$ cat config.mk
export PLATFORM = sky130hd
export DESIGN_NAME = triple_sha256_nonce_check_flat
export DESIGN_NICKNAME = d
export VERILOG_FILES = /design/src/hw/rtl/tsn_pkg.sv /design/src/hw/rtl/tsn_stream_if.sv /design/src/hw/rtl/tsn_round_core.sv /design/src/hw/rtl/triple_sha256_nonce_check.sv /design/src/flat_wrapper.sv
export SDC_FILE = /design/constraint.sdc
export NUM_CORES = 2
export LEC_CHECK = 0
export BUFFER_PORTS_ARGS = -buffer_cell sky130_fd_sc_hd__buf_2
export CAP_MARGIN = 20
export CORE_UTILIZATION = 34
export CTS_BUF_LIST = sky130_fd_sc_hd__clkbuf_2
export DETAILED_ROUTE_END_ITERATION = 6
export PLACE_DENSITY_LB_ADDON = 0.25
export SYNTH_ARGS = -nofsm -noshare
export SYNTH_HDL_FRONTEND = slang
export SYNTH_HIERARCHICAL = 1
export SYNTH_SLANG_ARGS = --single-unit
$ cat constraint.sdc
create_clock -name clk -period 11.62 [get_ports clk]
set_input_delay 2.324 -clock clk [delete_from_list [all_inputs] [get_ports clk]]
set_output_delay 2.324 -clock clk [all_outputs]
set_load 0.1 [all_outputs]
$ cat src/hw/rtl/tsn_pkg.sv
// ----------------------------------------------------------------------------
// tsn_pkg
// Types, constants and SHA-256 helpers for the nonce check block.
// ----------------------------------------------------------------------------
`default_nettype none
package tsn_pkg;
	localparam int HdrWords = 19;
	localparam int TgtWords = 8;

	typedef enum logic [1:0] {
		OP_LOAD_HDR = 2'd0,
		OP_LOAD_TGT = 2'd1,
		OP_HASH     = 2'd2,
		OP_NONE     = 2'd3
	} op_t;

	localparam logic [1:0] RegBench = 2'd0;

	typedef struct packed {
		logic [1:0]  operation;
		logic [4:0]  word_index;
		logic [31:0] word_value;
		logic [31:0] nonce;
	} in_item_t;

	typedef struct packed {
		logic        meets_target;
		logic [31:0] nonce_echo;
		logic [63:0] hash_low_pair;
		logic [63:0] hash_second_pair;
		logic [63:0] hash_third_pair;
		logic [63:0] hash_high_pair;
	} out_item_t;

	// control between sequencer and round core
	typedef struct packed {
		logic       init;   // load chain from chain_in, working vars too
		logic       round;  // run one round
		logic       finish; // add working vars into chain
		logic [5:0] rnd;
	} core_ctl_t;

	localparam logic [255:0] Iv = {
		32'h6A09E667, 32'hBB67AE85, 32'h3C6EF372, 32'hA54FF53A,
		32'h510E527F, 32'h9B05688C, 32'h1F83D9AB, 32'h5BE0CD19};

	localparam logic [31:0] PadWord = 32'h80000000;
	localparam logic [31:0] Len80 = 32'(80 * 8);
	localparam logic [31:0] Len32 = 32'(32 * 8);

	function automatic logic [31:0] k_round(input logic [5:0] i);
		logic [31:0] k [64];
		k = '{
			32'h428a2f98, 32'h71374491, 32'hb5c0fbcf, 32'he9b5dba5,
			32'h3956c25b, 32'h59f111f1, 32'h923f82a4, 32'hab1c5ed5,
			32'hd807aa98, 32'h12835b01, 32'h243185be, 32'h550c7dc3,
			32'h72be5d74, 32'h80deb1fe, 32'h9bdc06a7, 32'hc19bf174,
			32'he49b69c1, 32'hefbe4786, 32'h0fc19dc6, 32'h240ca1cc,
			32'h2de92c6f, 32'h4a7484aa, 32'h5cb0a9dc, 32'h76f988da,
			32'h983e5152, 32'ha831c66d, 32'hb00327c8, 32'hbf597fc7,
			32'hc6e00bf3, 32'hd5a79147, 32'h06ca6351, 32'h14292967,
			32'h27b70a85, 32'h2e1b2138, 32'h4d2c6dfc, 32'h53380d13,
			32'h650a7354, 32'h766a0abb, 32'h81c2c92e, 32'h92722c85,
			32'ha2bfe8a1, 32'ha81a664b, 32'hc24b8b70, 32'hc76c51a3,
			32'hd192e819, 32'hd6990624, 32'hf40e3585, 32'h106aa070,
			32'h19a4c116, 32'h1e376c08, 32'h2748774c, 32'h34b0bcb5,
			32'h391c0cb3, 32'h4ed8aa4a, 32'h5b9cca4f, 32'h682e6ff3,
			32'h748f82ee, 32'h78a5636f, 32'h84c87814, 32'h8cc70208,
			32'h90befffa, 32'ha4506ceb, 32'hbef9a3f7, 32'hc67178f2};
		return k[i];
	endfunction

	function automatic logic [31:0] rotr(input logic [31:0] x, input int n);
		return (x >> n) | (x << (32 - n));
	endfunction

	function automatic logic [31:0] bswap(input logic [31:0] x);
		return {x[7:0], x[15:8], x[23:16], x[31:24]};
	endfunction
endpackage
`default_nettype wire

$ cat src/hw/rtl/tsn_stream_if.sv
// ----------------------------------------------------------------------------
// tsn_stream_if
// Valid/ready channel carrying one payload item.
// ----------------------------------------------------------------------------
`default_nettype none
interface tsn_stream_if #(parameter type payload_t = logic) ();
	logic     valid;
	logic     ready;
	payload_t data;
	modport source (output valid, output data, input ready);
	modport sink (input valid, input data, output ready);
endinterface
`default_nettype wire

$ cat src/hw/rtl/tsn_round_core.sv
// ----------------------------------------------------------------------------
// tsn_round_core
// One SHA-256 round per cycle with a rolling 16-word schedule window.
// ----------------------------------------------------------------------------
`default_nettype none
module tsn_round_core (
	input  wire                 clk,
	input  tsn_pkg::core_ctl_t  ctl,
	input  wire  [255:0]        chain_in,
	input  wire  [511:0]        block_in,
	output logic [255:0]        chain_out
);
	logic [31:0] w_q [16];
	logic [31:0] v_q [8];
	logic [31:0] h_q [8];
	logic [31:0] s0, s1, w_new, e1, ch, t1, a0, maj;

	always_comb begin
		s0 = tsn_pkg::rotr(w_q[1], 7) ^ tsn_pkg::rotr(w_q[1], 18) ^ (w_q[1] >> 3);
		s1 = tsn_pkg::rotr(w_q[14], 17) ^ tsn_pkg::rotr(w_q[14], 19) ^ (w_q[14] >> 10);
		w_new = w_q[0] + s0 + w_q[9] + s1;
		e1 = tsn_pkg::rotr(v_q[4], 6) ^ tsn_pkg::rotr(v_q[4], 11) ^ tsn_pkg::rotr(v_q[4], 25);
		ch = (v_q[4] & v_q[5]) ^ (~v_q[4] & v_q[6]);
		t1 = v_q[7] + e1 + ch + tsn_pkg::k_round(ctl.rnd) + w_q[0];
		a0 = tsn_pkg::rotr(v_q[0], 2) ^ tsn_pkg::rotr(v_q[0], 13) ^ tsn_pkg::rotr(v_q[0], 22);
		maj = (v_q[0] & v_q[1]) ^ (v_q[0] & v_q[2]) ^ (v_q[1] & v_q[2]);
		for (int i = 0; i < 8; i++) begin
			chain_out[255 - 32 * i -: 32] = h_q[i];
		end
	end

	always_ff @(posedge clk) begin
		if (ctl.init) begin
			for (int i = 0; i < 16; i++) w_q[i] <= block_in[511 - 32 * i -: 32];
			for (int i = 0; i < 8; i++) begin
				v_q[i] <= chain_in[255 - 32 * i -: 32];
				h_q[i] <= chain_in[255 - 32 * i -: 32];
			end
		end else if (ctl.round) begin
			for (int i = 0; i < 15; i++) w_q[i] <= w_q[i + 1];
			w_q[15] <= w_new;
			v_q[7] <= v_q[6];
			v_q[6] <= v_q[5];
			v_q[5] <= v_q[4];
			v_q[4] <= v_q[3] + t1;
			v_q[3] <= v_q[2];
			v_q[2] <= v_q[1];
			v_q[1] <= v_q[0];
			v_q[0] <= t1 + a0 + maj;
		end else if (ctl.finish) begin
			for (int i = 0; i < 8; i++) h_q[i] <= h_q[i] + v_q[i];
		end
	end
endmodule
`default_nettype wire

$ cat src/hw/rtl/triple_sha256_nonce_check.sv
// ----------------------------------------------------------------------------
// triple_sha256_nonce_check
// Header/target store, sequencer and compare around one shared round core.
// ----------------------------------------------------------------------------
// Usage: items enter on in_ch; every item yields one item on out_ch.
// Loads (operation 0/1) write a header or target word and return an all-zero
// item in the cycle after acceptance. A hash item runs four compressions
// (header block 0, block 1 with the nonce, then two 32-byte rehashes) on
// the single round core; each compression loads, runs 64 rounds and adds
// the working vars into the chain. The next item is taken only after the
// result has been taken from the output register.
// in_ch.ready is low while a hash runs and while a result waits in the
// output register; a stalled receiver holds the result and the block.
// Reset clears the sequencer, the output valid and my_mode; header and
// target words are undefined until loaded. my_mode is written via APB
// at address 0, only while idle: a rule for the user, not enforced here.
// ----------------------------------------------------------------------------
`default_nettype none
module triple_sha256_nonce_check (
	input  wire          clk,
	input  wire          arst_n,
	tsn_stream_if.sink   in_ch,
	tsn_stream_if.source out_ch,
	input  wire          psel,
	input  wire          penable,
	input  wire          pwrite,
	input  wire  [1:0]   paddr,
	input  wire  [31:0]  pwdata,
	output logic [31:0]  prdata,
	output logic         pready
);
	typedef enum logic [4:0] {
		ST_IDLE = 5'b00001,
		ST_INIT = 5'b00010,
		ST_RND  = 5'b00100,
		ST_FIN  = 5'b01000,
		ST_OUT  = 5'b10000
	} state_t;

	state_t      state_q;
	logic [1:0]  pass_q;
	logic [5:0]  rnd_q;
	logic        my_q;
	logic [31:0] hdr_q [tsn_pkg::HdrWords];
	logic [31:0] tgt_q [tsn_pkg::TgtWords];
	logic [31:0] nonce_q;
	tsn_pkg::out_item_t out_q;
	logic        out_valid_q;
	tsn_pkg::core_ctl_t ctl;
	logic [255:0] chain_in, chain_out;
	logic [511:0] block_in;
	logic [31:0] hs [8];
	logic        ok;
	tsn_pkg::in_item_t it;

	assign it = in_ch.data;
	assign pready = 1'b1;
	assign prdata = (paddr == tsn_pkg::RegBench) ? {31'd0, my_q} : 32'd0;
	assign in_ch.ready = (state_q == ST_IDLE) && !out_valid_q;
	assign out_ch.valid = out_valid_q;
	assign out_ch.data = out_q;

	always_comb begin
		ctl.init = (state_q == ST_INIT);
		ctl.round = (state_q == ST_RND);
		ctl.finish = (state_q == ST_FIN);
		ctl.rnd = rnd_q;
		block_in = '0;
		chain_in = tsn_pkg::Iv;
		case (pass_q)
			2'd0: begin
				for (int i = 0; i < 16; i++) block_in[511 - 32 * i -: 32] = hdr_q[i];
			end
			2'd1: begin
				block_in[511:384] = {hdr_q[16], hdr_q[17], hdr_q[18], nonce_q};
				block_in[383:352] = tsn_pkg::PadWord;
				block_in[31:0] = tsn_pkg::Len80;
				chain_in = chain_out;
			end
			default: begin
				block_in[511:256] = chain_out;
				block_in[255:224] = tsn_pkg::PadWord;
				block_in[31:0] = tsn_pkg::Len32;
			end
		endcase
		for (int i = 0; i < 8; i++) hs[i] = tsn_pkg::bswap(chain_out[255 - 32 * i -: 32]);
		// compare from word 7 down; first difference decides
		ok = 1'b1;
		for (int i = 0; i < 8; i++) begin
			if (hs[i] > tgt_q[i]) ok = 1'b0;
			else if (hs[i] < tgt_q[i]) ok = 1'b1;
		end
	end

	tsn_round_core u_core (
		.clk(clk), .ctl(ctl), .chain_in(chain_in),
		.block_in(block_in), .chain_out(chain_out));

	always_ff @(posedge clk or negedge arst_n) begin
		if (!arst_n) begin
			my_q <= 1'b0;
		end else if (psel && penable && pwrite && paddr == tsn_pkg::RegBench) begin
			my_q <= pwdata[0];
		end
	end

	always_ff @(posedge clk) begin
		if (in_ch.valid && in_ch.ready) begin
			if (it.operation == tsn_pkg::OP_LOAD_HDR && it.word_index < 5'(tsn_pkg::HdrWords))
				hdr_q[it.word_index] <= it.word_value;
			if (it.operation == tsn_pkg::OP_LOAD_TGT && it.word_index < 5'(tsn_pkg::TgtWords))
				tgt_q[it.word_index[2:0]] <= it.word_value;
			nonce_q <= it.nonce;
		end
		if (in_ch.valid && in_ch.ready && it.operation != tsn_pkg::OP_HASH) begin
			out_q <= '0;
		end else if (state_q == ST_OUT) begin
			out_q.meets_target <= ok && !my_q;
			out_q.nonce_echo <= nonce_q;
			out_q.hash_low_pair <= {hs[1], hs[0]};
			out_q.hash_second_pair <= {hs[3], hs[2]};
			out_q.hash_third_pair <= {hs[5], hs[4]};
			out_q.hash_high_pair <= {hs[7], hs[6]};
		end
	end

	always_ff @(posedge clk or negedge arst_n) begin
		if (!arst_n) begin
			state_q <= ST_IDLE;
			pass_q <= 2'd0;
			rnd_q <= 6'd0;
			out_valid_q <= 1'b0;
		end else begin
			if (out_ch.valid && out_ch.ready) out_valid_q <= 1'b0;
			case (state_q)
				ST_IDLE: begin
					if (in_ch.valid && in_ch.ready) begin
						if (it.operation == tsn_pkg::OP_HASH) begin
							state_q <= ST_INIT;
							pass_q <= 2'd0;
						end else begin
							out_valid_q <= 1'b1;
						end
					end
				end
				ST_INIT: begin
					rnd_q <= 6'd0;
					state_q <= ST_RND;
				end
				ST_RND: begin
					rnd_q <= rnd_q + 6'd1;
					if (rnd_q == 6'd63) state_q <= ST_FIN;
				end
				ST_FIN: begin
					if (pass_q == 2'd3) begin
						state_q <= ST_OUT;
					end else begin
						pass_q <= pass_q + 2'd1;
						state_q <= ST_INIT;
					end
				end
				ST_OUT: begin
					out_valid_q <= 1'b1;
					state_q <= ST_IDLE;
				end
				default: state_q <= ST_IDLE;
			endcase
		end
	end
endmodule
`default_nettype wire

$ cat src/flat_wrapper.sv
// flat-port wrapper written by rule: the top's interface ports become plain ports
module triple_sha256_nonce_check_flat 
  (clk, arst_n, psel, penable, pwrite, paddr, pwdata, prdata, pready, in_ch_valid, in_ch_data, in_ch_ready, out_ch_valid, out_ch_data, out_ch_ready);
  tsn_stream_if in_ch_i ();
  tsn_stream_if out_ch_i ();
  input  wire clk;
  input  wire arst_n;
  input  wire psel;
  input  wire penable;
  input  wire pwrite;
  input  wire  [1:0] paddr;
  input  wire  [31:0] pwdata;
  output logic [31:0] prdata;
  output logic pready;
  input wire logic [$bits(in_ch_i.valid)-1:0] in_ch_valid;
  input wire logic [$bits(in_ch_i.data)-1:0] in_ch_data;
  output wire logic [$bits(in_ch_i.ready)-1:0] in_ch_ready;
  output wire logic [$bits(out_ch_i.valid)-1:0] out_ch_valid;
  output wire logic [$bits(out_ch_i.data)-1:0] out_ch_data;
  input wire logic [$bits(out_ch_i.ready)-1:0] out_ch_ready;
  assign in_ch_i.valid = in_ch_valid;
  assign in_ch_i.data = in_ch_data;
  assign in_ch_ready = in_ch_i.ready;
  assign out_ch_valid = out_ch_i.valid;
  assign out_ch_data = out_ch_i.data;
  assign out_ch_i.ready = out_ch_ready;
  triple_sha256_nonce_check u_core (.clk(clk), .arst_n(arst_n), .in_ch(in_ch_i), .out_ch(out_ch_i), .psel(psel), .penable(penable), .pwrite(pwrite), .paddr(paddr), .pwdata(pwdata), .prdata(prdata), .pready(pready));
endmodule
==> reports/qor.txt <==
Status -> finished clean
Share of cells above drive strength 1 -> 9.81%
Storage cell area -> 31200 sq um
Post-synth design cell area -> 75000 sq um
Final Util -> 37.1%
Drt drc -> 0
1st-pass router iterations -> 6
Antenna violations before repair -> 2
Vias in the first global route -> 56500
Routability cong. -> 0.938
Final hold vios -> 0
Port Buffers -> 14
Pleak -> 34.0 nW
WL per Instance -> 21.9 um
Syn. warnings -> 6
Final Max Slew Viols -> 0
RSZ-0062 raised after global routing -> false
Yosys cell types -> 101
Number of synthesized flops with an enable pin -> 1025
Post-DR vias/cell -> 5.15
Hold/Removal Path Class -> flip-flop to flip-flop
Via Count -> 58700
Multi-input combinational cell area -> 41700 sq um
CTS tree -> done
Period Utilization, post-route -> 82.1%
Register area share after synthesis -> 41.5%
Critical path's slowest cell -> ha_1
Worst Skew -> 0.249 ns
Die Area -> 223000 sq um
Die Wd -> 472 um
Area growth, synth to finish -> 8.43%
Post-CTS Setup Bufs -> 0
CTS sink count -> 1041
First-pass GRT wire length -> 367 mm
Slew @ Worst Pin -> 1.20 ns
Endpoint type of the worst setup path -> flip-flop
Syn avg cell area -> 9.32 sq um
Met3 GRT Util -> 3.48%
Final net count -> 8957
Final WL -> 249 mm
Setup crit start kind -> flip-flop
Crit path max fanout -> 15
Core area -> 220000 sq um
Fillers -> 22400
Ranking of synthesized cells by area -> edfxtp_1, nand2_1, ha_1
Cts repair resizes -> 0
Detailed Route Iter0 Violations -> 5467
Pwr dens -> 85.5 nW/um^2
Final total power -> 6.96 mW
CP peak stage delay -> 0.89 ns
Met2 Resource Use GR -> 32.7%
Cell taking the most area after synthesis -> edfxtp_1
Yosys top cell area share -> 41.0%
CTS Buf Count -> 322
Root Buffer -> clkbuf_2
Hold-fix buffers, CTS -> 0
Post-DP HPWL -> 181 mm
GRT Util Overall -> 22.0%
Post-synthesis cell count -> 8049
Minimum clock period -> 9.55 ns
Number of max-cap violations -> 0
Critical path class -> flip-flop to flip-flop
Req. time, crit path -> 13.16 ns
Setup violators final -> 0
Die Y -> 472 um
H-tree levels -> 5
ANT nets after route -> 0
Final TNS setup -> 0 ns
Peak supply drop -> 83.1 uV
Fmax -> 105 MHz
Ys async rst share -> 1.44%
Initial core utilization -> 34.2%
Hold slack -> 0.423 ns
Arr. time, crit path -> 11.08 ns
Largest net degree at the start of global routing -> 212
GRT overflow -> 0
Clk_lat worst skew -> 1.82 ns
Clock tree buffer depth -> 4
Seq cells post-synth -> 1041
Ys flop type -> edfxtp_1
Rel. slew slack -> 19.7%
Global route hottest layer -> met2
Standard-cell rows -> 172
Worst-path clk slew -> 0.10 ns
I/O pin count -> 78
GR Layer Usage met1 -> 31.6%
[state kept, by name, summed over array words and instances, names as in the netlist]
| name | cells |
|---|---|
| u_core/u_core/h_q | 256 |
| u_core/u_core/v_q | 256 |
| u_core/state_q | 5 |
| u_core/out_ch.valid | 1 |
| u_core/out_ch.data | 1 |
| u_core/u_core/w_q | 512 |
| u_core/pass_q | 2 |
| u_core/rnd_q | 6 |
| u_core/my_q | 1 |
| u_core/nonce_q | 1 |
[metal layers]
metal / routed length [um] / vias up
met2: 107000 / 1984
met3: 16500 / 331
li1: - / 28000
met4: 10100 / 0
met5: 0 / -
met1: 116000 / 28300
[layout by cell type (no fill, tap or decap), types with 211 or more instances in the layout]
master,count
and2_1,391
clkbuf_2,467
inv_1,416
conb_1,284
ha_1,399
nand2_1,2094
xnor2_1,354
o21ai_0,330
a21oi_1,338
edfxtp_1,1025
o21ai_1,212
nor2_1,211
xor2_1,220
[critical path: cells and delay by family (launching register included)]
family | cells | cell delay [ns]
fa+ha+maj | 6 | 3.14
compound gates | 19 | 4.09
buf+inv | 4 | 0.57
xor+xnor | 1 | 0.28
flops | 1 | 0.66
simple gates | 3 | 0.70
[per-stage QoR]
stage	instance area, sq um	instances	setup slack, ns
3_5_place_dp	78700	10900	2.29
6_report	81400	11400	2.07
5_1_grt	81400	11400	1.58
4_1_cts	81400	11400	2.26
3_3_place_gp	78700	10900	2.28
2_1_floorplan	76100	8331	2.83
[synthesized netlist by cell type (32+ instances only)]
| cell | instances |
|---|---|
| edfxtp_1 | 1025 |
| nor2_1 | 213 |
| ha_1 | 400 |
| o21ai_0 | 331 |
| a211oi_1 | 58 |
| nand2_1 | 2094 |
| clkbuf_1 | 358 |
| buf_4 | 32 |
| o21ai_1 | 211 |
| fa_1 | 196 |
| a31oi_1 | 43 |
| inv_1 | 416 |
| and2_1 | 391 |
| o31ai_1 | 36 |
| o211ai_1 | 34 |
| a21o_1 | 199 |
| nand2b_1 | 188 |
| nand3_1 | 77 |
| o21bai_1 | 56 |
| xnor2_1 | 354 |
| a21oi_1 | 338 |
| xor2_1 | 220 |
| mux2_2 | 199 |
| o21a_1 | 54 |
| nor3_1 | 71 |
| and3_1 | 35 |
[kinds of logic (layout without fill, tap and decap cells)]
group | after synthesis | after routing | synth area share, %
and+or+nand+nor | 3226 | 3226 | 19.1
buffers and inverters | 843 | 1031 | 4.38
xor gates and xnor gates | 574 | 574 | 6.70
adders and majority gates | 600 | 600 | 12.0
DFF | 1041 | 1041 | 41.5
other | 2 | 285 | 0.0100
AOI/OAI and AO/OA | 1544 | 1544 | 12.9
muxes | 219 | 219 | 3.42
[cell type report]
cell class                 count  area share [%]
antenna                        1         0.00308
timing repair buffer          88           0.861
clock buffer                 467            2.87
tap                         2871            4.42
multi-input combinational   6447            51.2
inverter                     419            1.93
clock inverter                57           0.346
sequential                  1041            38.3
[final timing paths]
kind	start	to	slack [ns]	depth (start not counted)
setup / recovery	u_core/rnd_q[1]	u_core/u_core/v_q[0][29]	2.07	33
hold / removal	u_core/u_core/w_q[3][27]	u_core/u_core/w_q[2][27]	0.42	2
setup reg to reg	u_core/rnd_q[1]	u_core/u_core/v_q[0][29]	2.07	33
min in group asynchronous	arst_n	u_core/rnd_q[1]	0.59	1
max in group asynchronous	arst_n	u_core/state_q[0]	10.71	1
hold reg to reg	u_core/u_core/w_q[3][27]	u_core/u_core/w_q[2][27]	0.42	2
[where the power goes]
part	internal, mW	switching [mW]
clock network	1.10	1.72
registers	4.06	0.00111
logic	0.00891	0.0716
total	5.17	1.79
No activity file was read; power rests on OpenSTA's default activity.
